--- src/rtl/sti_div_step.sv ---
// One registered restoring-division step, shared divisor, three coordinate lanes.
module sti_div_step #(
  parameter int unsigned NW = 64,
  parameter int unsigned DW = 32,
  parameter int unsigned QB = 16,
  parameter int unsigned K  = 0
) (
  input  logic          clk_i,
  input  logic [NW-1:0] rem_i [3],
  input  logic [QB-1:0] quo_i [3],
  input  logic [DW-1:0] div_i,
  output logic [NW-1:0] rem_o [3],
  output logic [QB-1:0] quo_o [3],
  output logic [DW-1:0] div_o
);

  logic [NW-1:0] shifted;

  assign shifted = NW'(div_i) << K;

  always_ff @(posedge clk_i) begin
    for (int i = 0; i < 3; i++) begin
      if (rem_i[i] >= shifted) begin
        rem_o[i] <= rem_i[i] - shifted;
        quo_o[i] <= quo_i[i] | (QB'(1) << K);
      end else begin
        rem_o[i] <= rem_i[i];
        quo_o[i] <= quo_i[i];
      end
    end
    div_o <= div_i;
  end

endmodule

--- config.mk ---
export PLATFORM = sky130hd
export DESIGN_NAME = sti_div_step
export DESIGN_NICKNAME = d
export VERILOG_FILES = /design/src/rtl/sti_div_step.sv
export SDC_FILE = /design/constraint.sdc
export NUM_CORES = 1
export LEC_CHECK = 0
export BUFFER_PORTS_ARGS = -buffer_cell sky130_fd_sc_hd__buf_2
export CAP_MARGIN = 0
export CORE_AREA = 5 5 211 213
export CTS_CLUSTER_SIZE = 20
export DETAILED_ROUTE_END_ITERATION = 12
export DIE_AREA = 0 0 216 218
export SLEW_MARGIN = 20
export SYNTH_ARGS = -nofsm -noshare
export SYNTH_HDL_FRONTEND = slang
export SYNTH_SLANG_ARGS = --single-unit
export TNS_END_PERCENT = 100
--- constraint.sdc ---
create_clock -name clk_i -period 6.7 [get_ports clk_i]
set_input_delay 2.01 -clock clk_i [delete_from_list [all_inputs] [get_ports clk_i]]
set_output_delay 2.01 -clock clk_i [all_outputs]
set_load 0.01 [all_outputs]
Word level (Yosys, flattened, before mapping)
Index checks and enable logic that the tools add are counted.
{"block": "totals", "output_inout_bits": 272, "elab_cells": 19, "in_bits": 273, "ff_bits": 272}
{"block": "classes", "mux": 3, "add_sub_neg": 3, "magnitude_cmp": 3}
{"op": "64-bit by 32-bit >= comparator with 1-bit output", "n": 3}
{"op": "64-bit 2-to-1 mux", "n": 3}
{"op": "64-bit by 32-bit subtractor with 64-bit output", "n": 3}

Depth between registers and ports, before layout
Gate-level depths: netlist of the first run.
{"block": "depth", "word_depth": 2, "ltp_mapped": 14, "depth_no_buf": 11}

Worst setup path before layout of the first run
OpenSTA, ideal clock, no wires.
{"block": "synth_path", "path_type": "input -> register", "startpoint": "in div_i[11]", "endpoint": "reg rem_o[0] (netlist name)", "path_slack_ns": 2.074, "cell_stages": 11, "t_arrival_ns": 4.554, "t_required_ns": 6.628, "setup_ns": 0.072, "path_cell_list": "inv_1 ha_1 clkbuf_1 and3_1 nand4_1 and4b_1 or4_1 a2111oi_4 buf_2 buf_4 mux2i_1"}
{"block": "synth_via", "elab_chain_cells": 2}
{"element": "start, declared", "line": "11", "text": "input logic [DW-1:0] div_i,"}
{"element": "64-bit by 32-bit >= comparator with 1-bit output", "line": "23", "text": "if (rem_i[i] >= shifted) begin"}
{"element": "64-bit 2-to-1 mux", "line": "23"}
{"element": "end signal, assigned by index", "line": "24", "text": "rem_o[i] <= rem_i[i] - shifted;"}
{"element": "end signal, assigned by index", "line": "27", "text": "rem_o[i] <= rem_i[i];"}
{"element": "end, declared", "line": "12", "text": "output logic [NW-1:0] rem_o [3],"}
Every way passes these cells.
A chain may end at the register's enable or synchronous reset.

Final worst setup path of the first run
{"block": "layout_path", "startpoint": "in div_i[18]", "endpoint": "reg rem_o[165] (netlist name)"}
{"block": "layout_via", "elab_chain_cells": 2}
{"element": "64-bit by 32-bit subtractor with 64-bit output or 64-bit by 32-bit >= comparator with 1-bit output (tied branches)", "line": "24, 23"}
{"element": "64-bit 2-to-1 mux (*)", "line": "23"}
Every way passes the cells marked *; elsewhere a longest branch is shown, timed or not.

==> results of run 1 <==
layout make-up:
type / instances / area [µm²]
Multi-Input combinational cell: 1380 / 8880
Inverter: 67 / 251
Clock buffer: 43 / 851
Antenna cell: 5 / 12.5
Fill cell: 4302 / 23400
Timing Repair Buffer: 557 / 2820
Sequential cell: 272 / 5450
Clock inverter: 13 / 204
Tap cell: 546 / 683
flip-flops by register name, indices dropped and copies added, names as in the netlist:
register  flops
rem_o       192
quo_o        48
div_o        32
worst min-delay path by stage:
stage | start | end | cells after the start
2_1_floorplan | div_i[0] | div_o[0] | 0
3_5_place_dp | quo_i[9] | quo_o[9] | 1
6_report | quo_i[8] | quo_o[8] | 1
5_1_grt | quo_i[23] | quo_o[23] | 1
4_1_cts | quo_i[8] | quo_o[8] | 1
3_3_place_gp | quo_i[3] | quo_o[3] | 1
stage by stage:
step / worst slack (ns) / hold slack, ns / util (%) / std cells / total power [mW]
2_1_floorplan: 2.07 / 2.04 / - / 1792 / 2.58
3_3_place_gp: 0.760 / 2.11 / 42.5 / 2822 / 3.15
3_5_place_dp: 0.695 / 2.11 / 42.5 / 2822 / 3.14
4_1_cts: 1.29 / 1.51 / 45.0 / 2878 / 4.94
5_1_grt: 0.982 / 1.50 / 45.0 / 2880 / 5.14
6_report: 1.19 / 1.53 / 45.0 / 2883 / 4.89
synth_stat cells, types with 14 or more instances:
cell type	count	area (µm²)
o211ai_1	14	105
a21oi_1	139	696
nor4_1	51	319
nor3_1	50	250
o21ai_0	119	596
ha_1	96	1200
nand2b_1	18	113
nand3_1	41	205
o21ai_1	26	130
nor2_1	142	533
xnor2_1	86	753
nand4_1	45	282
and3_1	14	87.6
dfxtp_1	272	5450
inv_1	67	251
clkbuf_1	55	206
xor2_1	90	788
a21o_1	24	180
or3_1	16	100
nand2_1	192	721
cell families (layout without fill, tap and decap cells):
logic type / Yosys count / in the layout / share of synthesized area, %
xor gates and xnor gates: 176 / 176 / 10.3
adders and majority gates: 99 / 99 / 8.47
AOI/OAI and AO/OA: 457 / 457 / 19.0
and+or+nand+nor: 644 / 644 / 21.4
buffers and inverters: 140 / 680 / 3.87
muxes: 4 / 4 / 0.294
other: 0 / 5 / 0
DFF: 272 / 272 / 36.6
critical path, stage by stage:
cell and delay, ns:
buf_2 0.09, inv_1 0.08, ha_1 0.46, nand4_1 0.19, nor4_1 0.91, o211ai_1 0.42
a21boi_1 0.69, nor2_4 0.29, buf_4 0.29, nor4_1 0.41, xor2_1 0.11
power breakdown:
group | internal (mW) | switching, mW
Clock | 1.07 | 0.695
Sequential | 1.81 | 0.0569
Combinational | 0.481 | 0.769
Total | 3.37 | 1.52
placed cells by master (no fill, tap or decap), types with 14 or more instances in the layout:
cell and count:
or3_1 16, o21ai_0 119, xor2_1 90, a21o_1 24, o21ai_1 26, nand2_1 192
nor3_1 50, buf_2 544, nor2_1 141, xnor2_1 86, nor4_1 51, clkbuf_16 31
o211ai_1 14, dfxtp_1 272, ha_1 96, nand4_1 45, nand3_1 41, and3_1 14
inv_1 67, a21oi_1 139, nand2b_1 18
per-layer routing:
| metal | vias up | share of wire, % | GRT usage [%] |
|---|---|---|---|
| met4 | 4 | 3.7 | 8.44 |
| met3 | 105 | 7.1 | 4.86 |
| li1 | 7491 | - | - |
| met1 | 7287 | 42 | 31.1 |
| met2 | 668 | 48 | 42.2 |
| met5 | - | 0.044 | 0 |
==> flow_metrics.py, run 1 <==
metrics = {
    "setup_path": {
        "cp-start-kind": "input pin",
        "cp_max_fo": 31,
        "end_kind": "register",
        "cp.required_ns": 7.14,
        "worstSetupPathType": "in -> reg",
        "critPathCapture": "rem_o[165]",
        "crit_arrival_ns": 5.96,
        "startpoint": "div_i[18]",
    },
    "floorplan": {
        "fp.dieW_um": 216,
        "std_cell_rows": 76,
        "die_height_um": 218,
        "start_util_pct": 35.0,
        "pin_count": 545,
        "coreArea_mm2": 0.0425,
        "dieArea_mm2": 0.0471,
    },
    "drt": {
        "drc_errors": 0,
        "vias": 15555,
        "wl_mm": 61.9,
        "drtIter0Drc": 1189,
        "viasPerCell": 5.40,
        "ant_nets": 0,
        "wl_per_cell_um": 21.5,
        "first_pass_iters": 5,
    },
    "global_routing": {
        "overflow": 0,
        "grt_use_total_pct": 24.7,
        "grt_pass1_vias": 14986,
        "grt_pass1_wl_mm": 90.9,
        "grt_max_degree": 40,
        "antenna_found_initial": 10,
    },
    "sta": {
        "timing.fmax_ghz": 0.181,
        "rsz0062_at_grt": "no",
        "relSlewSlack_pct": 23.5,
        "finalSetupViolCount": 0,
        "finalHoldViolations": 0,
        "slew_violations": 0,
        "setup-tns-final_ns": 0,
        "tightest_slew_ns": 1.14,
        "period_needed_ns": 5.51,
        "period_share_pct": 82.3,
    },
    "clock_tree": {
        "clockRootBuffer": "clkbuf_16",
        "cts.path.max_buffers": 3,
        "h-tree-depth": 1,
        "cts_inserted_buffers": 31,
        "ctsResizeCount": 0,
        "clk_pin_slew_ns": 0.06,
        "cts_setup_buffers": 0,
        "clock-sinks": 272,
        "cts_tree": "built",
        "cts_hold_buf": 0,
    },
    "synthesis": {
        "synth-seq-area-share_pct": 36.6,
        "ys_warn_count": 0,
        "synth-edff-count": 0,
        "synthFlopType": "dfxtp_1",
        "synth_nets": 2164,
        "ys_seq_elements": 272,
        "async_reset_ff_share_pct": 0,
        "synth.distinct_cells": 80,
        "synthCells": 1792,
        "syn_area_mm2": 0.0149,
        "avgSynthCellArea_um2": 8.31,
    },
    "worst_hold_path": {
        "worst_hold_path_type": "in -> reg",
    },
    "power": {
        "p_leak_nw": 8.45,
        "ir_worst_vdd_uv": 243,
        "pwr_density_cell_mw_per_mm2": 255,
    },
    "final_layout": {
        "fin_area_mm2": 0.0191,
        "area.growth.synth_to_final_pct": 28.6,
        "drive_gt1_share_pct": 27.2,
        "fin_nets": 2681,
    },
    "placement": {
        "place_congestion": 0.915,
        "place.detailed.hpwl_mm": 51.8,
        "placed_area_mm2": 0.0181,
        "portBuffers": 544,
    },
    "run_status": {
        "status": "completed",
    },
    "flow_run": {
        "drv_cap": 0,
    },
}
Note: power is estimated with default switching activity, not from simulation.
==> run 2: changes to the inputs <==
--- a/config.mk
+++ b/config.mk
@@ -7,10 +7,10 @@
 export LEC_CHECK = 0
 export BUFFER_PORTS_ARGS = -buffer_cell sky130_fd_sc_hd__buf_2
 export CAP_MARGIN = 0
-export CORE_AREA = 5 5 211 213
+export CORE_AREA = 5 5 209 211
 export CTS_CLUSTER_SIZE = 20
 export DETAILED_ROUTE_END_ITERATION = 12
-export DIE_AREA = 0 0 216 218
+export DIE_AREA = 0 0 214 216
 export SLEW_MARGIN = 20
 export SYNTH_ARGS = -nofsm -noshare
 export SYNTH_HDL_FRONTEND = slang
==> constraint.sdc (replaced) <==
create_clock -name clk_i -period 5 [get_ports clk_i]
set_input_delay 1.5 -clock clk_i [delete_from_list [all_inputs] [get_ports clk_i]]
set_output_delay 1.5 -clock clk_i [all_outputs]
set_load 0.01 [all_outputs]
==> run 2 against run 1 <==
  * Combinational power grew 34%
  * Clock power grew 39%
  * Die area shrank 1.8%
  * Wire length shrank 0.65%
  * Critical endpoint is now rem_o[43]
  * Global-route usage grew 0.54 points
  * Cell count grew 0.73%
  * Critical path depth grew 1
  * Sequential share of layout area shrank 0.39 points
==> flow_metrics.py, run 2 (synthesis results as in run 1) <==
metrics = {
    "final_layout": {
        "reg.largest.list": "rem_o: 192 flops, quo_o: 48 flops, div_o: 32 flops",
        "drive_gt1_share_pct": 28.2,
        "largest_register": "rem_o",
        "area.growth.synth_to_final_pct": 30.3,
        "fill_cells": 4148,
        "largest_register_ffs": 192,
        "multiInputGateArea_mm2": 0.00888,
        "seqCellArea_mm2": 0.00545,
        "layout_common_cells": "544 x buf_2, 272 x dfxtp_1, 192 x nand2_1",
        "fin_nets": 2704,
        "final_common_cell": "buf_2",
    },
    "floorplan": {
        "dieArea_mm2": 0.0462,
        "std_cell_rows": 75,
        "fp.dieW_um": 214,
        "coreArea_mm2": 0.0416,
        "die_height_um": 216,
        "pin_count": 545,
        "start_util_pct": 35.8,
    },
    "setup_path": {
        "cp.required_ns": 5.47,
        "worstPathCellList": "buf_2, inv_1, ha_1, nand4_1, nor4_1, and4b_1, or4_1, a2111oi_4, buf_12, nor2_1, nand4_1, xnor2_1",
        "critPathMostFrequentCell": "nand4_1",
        "cp-start-kind": "input pin",
        "crit_family": "simple AND/OR/NAND/NOR gates",
        "crit_arrival_ns": 4.75,
        "cp_max_fo": 38,
        "cp_num_buf_inv": 3,
        "max_stage_delay_ns": 0.65,
        "end_kind": "register",
        "slowest_stage": "nor4_1",
        "worstSetupPathType": "in -> reg",
    },
    "flow_run": {
        "drv_cap": 0,
    },
    "worst_hold_path": {
        "holdPathEnd": "quo_o[41]",
        "worst_hold_path_type": "in -> reg",
        "min_path_cells": 1,
        "min_from": "quo_i[41]",
    },
    "run_status": {
        "status": "completed",
    },
    "global_routing": {
        "grt_use_met3_pct": 6.46,
        "grtUsageMet2_pct": 43.2,
        "grt_pass1_wl_mm": 92.3,
        "grt_use_total_pct": 25.2,
        "grt_use_met1_pct": 30.6,
        "grt_max_degree": 39,
        "antenna_found_initial": 18,
        "grt_pass1_vias": 15538,
        "top_usage_layer": "met2",
        "overflow": 0,
    },
    "sta": {
        "relSlewSlack_pct": 39.4,
        "setup-tns-final_ns": 0,
        "period_needed_ns": 4.28,
        "finalHoldViolations": 0,
        "finalSetupViolCount": 0,
        "setup_ws_ns": 0.723,
        "slew_violations": 0,
        "timing.fmax_ghz": 0.234,
        "tightest_slew_ns": 0.901,
        "period_share_pct": 85.5,
        "rsz0062_at_grt": "no",
    },
    "drt": {
        "vias": 15611,
        "first_pass_iters": 5,
        "ant_nets": 0,
        "wl_mm": 61.5,
        "viasPerCell": 5.38,
        "drc_errors": 0,
        "wl_per_cell_um": 21.2,
        "drtIter0Drc": 1106,
    },
    "clock_tree": {
        "cts_hold_buf": 0,
        "ctsResizeCount": 0,
        "clockRootBuffer": "clkbuf_16",
        "cts_setup_buffers": 0,
        "clk_pin_slew_ns": 0.06,
        "cts_inserted_buffers": 30,
        "cts.path.max_buffers": 3,
        "cts_tree": "built",
        "clock-sinks": 272,
        "h-tree-depth": 1,
    },
    "placement": {
        "portBuffers": 544,
        "place_congestion": 0.930,
        "place.detailed.hpwl_mm": 51.8,
        "pre_cts_slack_ns": 0.215,
    },
    "power": {
        "pwr_density_cell_mw_per_mm2": 342,
        "p_leak_nw": 8.61,
        "ir_worst_vdd_uv": 257,
    },
}
## run 2: cell types whose count changed in the layout (fill, tap and decap cells not counted)
cell,before,now
buf_4,13,35
clkbuf_1,9,4
diode_2,5,9
clkbuf_8,3,6
buf_12,0,2
bufinv_16,5,6
clkinv_2,3,4
clkinv_4,0,1
clkinvlp_4,4,3
## run 2: layout make-up
type	count	share of cell area [%]
Inverter	67	1.30
Clock buffer	41	4.50
Sequential cell	272	28.0
Clock inverter	15	1.24
Multi-Input combinational cell	1380	45.7
Tap cell	539	3.47
Timing Repair Buffer	581	15.6
Antenna cell	9	0.116
## run 2: metal layers
metal	wire length (µm)	part of all wire, %
met5	82	0.13
met4	2570	4.2
met3	4700	7.6
met2	29200	47
met1	25000	41
## run 2: metrics by stage
| stage | hold WS (ns) | cell area, µm² | cells | power, mW | util (%) |
|---|---|---|---|---|---|
| floorplan | 1.53 | 14900 | 1792 | 3.45 | - |
| global route | 1.00 | 19400 | 2899 | 6.98 | 46.7 |
| finish | 1.03 | 19400 | 2904 | 6.65 | 46.7 |
| CTS | 1.00 | 19400 | 2895 | 6.71 | 46.6 |
| detailed placement | 1.60 | 18300 | 2839 | 4.22 | 44.0 |
| global placement | 1.60 | 18300 | 2839 | 4.23 | 44.0 |
## run 2: worst max path at each step
stage	endpoint	slack [ns]	startpoint	cells past startpoint
2_1_floorplan	rem_o[0]	0.88	div_i[11]	11
3_3_place_gp	rem_o[184]	0.21	div_i[9]	12
3_5_place_dp	rem_o[184]	0.22	div_i[9]	12
4_1_cts	rem_o[184]	0.82	div_i[9]	12
5_1_grt	rem_o[43]	0.49	div_i[26]	12
6_report	rem_o[43]	0.72	div_i[26]	12
## run 2: power by group
group / internal (mW) / switching (mW)
clock network: 1.53 / 0.931
logic: 0.656 / 1.02
registers: 2.43 / 0.0808
==> run 3: changes to the inputs <==
--- a/config.mk
+++ b/config.mk
@@ -7,10 +7,11 @@
 export LEC_CHECK = 0
 export BUFFER_PORTS_ARGS = -buffer_cell sky130_fd_sc_hd__buf_2
 export CAP_MARGIN = 0
-export CORE_AREA = 5 5 209 211
+export CORE_AREA = 5 5 207 209
 export CTS_CLUSTER_SIZE = 20
 export DETAILED_ROUTE_END_ITERATION = 12
-export DIE_AREA = 0 0 214 216
+export DIE_AREA = 0 0 212 214
+export GPL_ROUTABILITY_DRIVEN = 0
 export SLEW_MARGIN = 20
 export SYNTH_ARGS = -nofsm -noshare
 export SYNTH_HDL_FRONTEND = slang
==> constraint.sdc (replaced) <==
create_clock -name clk_i -period 4.3 [get_ports clk_i]
set_input_delay 1.29 -clock clk_i [delete_from_list [all_inputs] [get_ports clk_i]]
set_output_delay 1.29 -clock clk_i [all_outputs]
set_load 0.01 [all_outputs]
==> run 3 against run 2 <==
  * Sequential cell count unchanged
  * Critical path depth increased by 1
  * Die area decreased by 1.9%
  * Global-route usage increased by 0.17 points
  * Combinational power increased by 25%
  * Via count increased by 3.8%
  * Sequential power increased by 16%
  * Core utilization increased by 3.9 points
  * Clock-buffer cell count decreased by 6
  * Worst setup slack got worse by 0.44 ns
  * Sequential share of layout area decreased by 1.6 points
  * Critical endpoint is now rem_o[119]
==> flow_metrics.py, run 3 (synthesis results as in run 1) <==
metrics = {
    "setup_path": {
        "worstPathCellList": "buf_2, buf_4, ha_1, fa_1, nor2b_1, o31a_1, o211ai_1, o221ai_1, o211a_2, nor2_2, nor4b_1, buf_4, xor2_1",
        "cp_max_fo": 9,
        "worstSetupPathType": "in -> reg",
        "startpoint": "div_i[0]",
        "cp.required_ns": 4.80,
        "slowest_stage": "nor4b_1",
        "critPathMostFrequentCell": "buf_4",
        "cp_num_buf_inv": 3,
        "end_kind": "register",
        "max_stage_delay_ns": 0.49,
        "crit_family": "compound AO/OA/AOI/OAI gates",
        "cp-start-kind": "input pin",
        "crit_arrival_ns": 4.51,
    },
    "sta": {
        "finalHoldViolations": 0,
        "tightest_slew_ns": 0.801,
        "relSlewSlack_pct": 46.1,
        "period_needed_ns": 4.01,
        "period_share_pct": 93.3,
        "rsz0062_at_grt": "no",
        "finalSetupViolCount": 0,
        "timing.fmax_ghz": 0.249,
        "slew_violations": 0,
    },
    "drt": {
        "ant_nets": 0,
        "vias": 16206,
        "wl_mm": 61.4,
        "drtIter0Drc": 1289,
        "drc_errors": 0,
        "viasPerCell": 5.31,
        "wl_per_cell_um": 20.1,
        "first_pass_iters": 6,
    },
    "worst_hold_path": {
        "min_from": "quo_i[18]",
        "worst_hold_path_type": "in -> reg",
    },
    "placement": {
        "place.detailed.hpwl_mm": 51.7,
        "dp.cells": 2989,
        "portBuffers": 544,
    },
    "global_routing": {
        "grt_pass1_vias": 16010,
        "antenna_found_initial": 12,
        "grt_use_total_pct": 25.4,
        "grt_max_degree": 46,
        "grt_pass1_wl_mm": 91.7,
        "overflow": 0,
    },
    "final_layout": {
        "drive_gt1_share_pct": 32.7,
        "largest_register": "rem_o",
        "seqCellArea_mm2": 0.00545,
        "fin_nets": 2862,
        "final_cells": 3052,
        "fill_cells": 3926,
        "reg.largest.list": "rem_o: 192 flops, quo_o: 48 flops, div_o: 32 flops",
        "utilization_pct": 50.6,
        "multiInputGateArea_mm2": 0.00888,
        "layout_common_cells": "544 x buf_2, 272 x dfxtp_1, 192 x nand2_1",
        "largest_register_ffs": 192,
        "area.growth.synth_to_final_pct": 38.1,
        "final_common_cell": "buf_2",
    },
    "flow_run": {
        "drv_cap": 0,
    },
    "power": {
        "ir_worst_vdd_uv": 269,
        "pwr_density_cell_mw_per_mm2": 380,
        "p_leak_nw": 9.37,
    },
    "clock_tree": {
        "clockRootBuffer": "clkbuf_16",
        "cts_hold_buf": 0,
        "clk_pin_slew_ns": 0.06,
        "cts_setup_buffers": 0,
        "cts.path.max_buffers": 3,
        "cts_inserted_buffers": 31,
        "clock-sinks": 272,
        "cts_tree": "built",
        "h-tree-depth": 1,
        "ctsResizeCount": 0,
    },
    "floorplan": {
        "dieArea_mm2": 0.0454,
        "pin_count": 545,
        "die_height_um": 214,
        "start_util_pct": 36.6,
        "fp.dieW_um": 212,
        "coreArea_mm2": 0.0406,
        "std_cell_rows": 74,
    },
    "run_status": {
        "status": "completed",
    },
}
## run 3: cell count changes in the layout (fill, tap and decap cells not counted)
cell,previous run,this run
buf_12,2,4
buf_4,35,190
bufinv_16,6,5
clkbuf_1,4,2
clkbuf_8,6,2
clkinv_4,1,2
clkinvlp_4,3,4
diode_2,9,7
inv_6,1,6
## run 3: per-layer routing
metal | track usage (%) | share of wire [%]
met1 | 31.7 | 40
met2 | 43.8 | 48
met3 | 5.22 | 8.7
met4 | 7.60 | 3.1
met5 | 0 | 0.15
## run 3: stage by stage
| step | total power [mW] | hold slack, ns | setup TNS (ns) | worst slack, ns | area (µm²) |
|---|---|---|---|---|---|
| 2_1_floorplan | 4.02 | 1.32 | 0 | 0.394 | 14900 |
| 3_3_place_gp | 5.04 | 1.39 | -3.63 | -0.227 | 19500 |
| 3_5_place_dp | 5.04 | 1.39 | -4.02 | -0.188 | 19500 |
| 4_1_cts | 7.91 | 0.760 | 0 | 0.406 | 20600 |
| 5_1_grt | 8.20 | 0.763 | 0 | 0.172 | 20600 |
| 6_report | 7.82 | 0.803 | 0 | 0.288 | 20600 |
## run 3: worst paths after layout
| kind | depth (start not counted) | slack, ns | end |
|---|---|---|---|
| setup / recovery | 13 | 0.29 | rem_o[119] |
| hold / removal | 1 | 0.80 | quo_o[18] |
## run 3: report_power, final
group / switching (mW) / internal, mW
Sequential: 0.0875 / 2.82
Clock: 1.14 / 1.67
Combinational: 1.22 / 0.881
## run 3: cell type report
class | instances | share of cell area [%]
sequential | 272 | 26.5
clock inverter | 21 | 1.31
inverter | 67 | 1.22
multi-input combinational | 1380 | 43.2
clock buffer | 35 | 3.94
timing repair buffer | 738 | 20.6
antenna | 7 | 0.0852
tap | 532 | 3.24
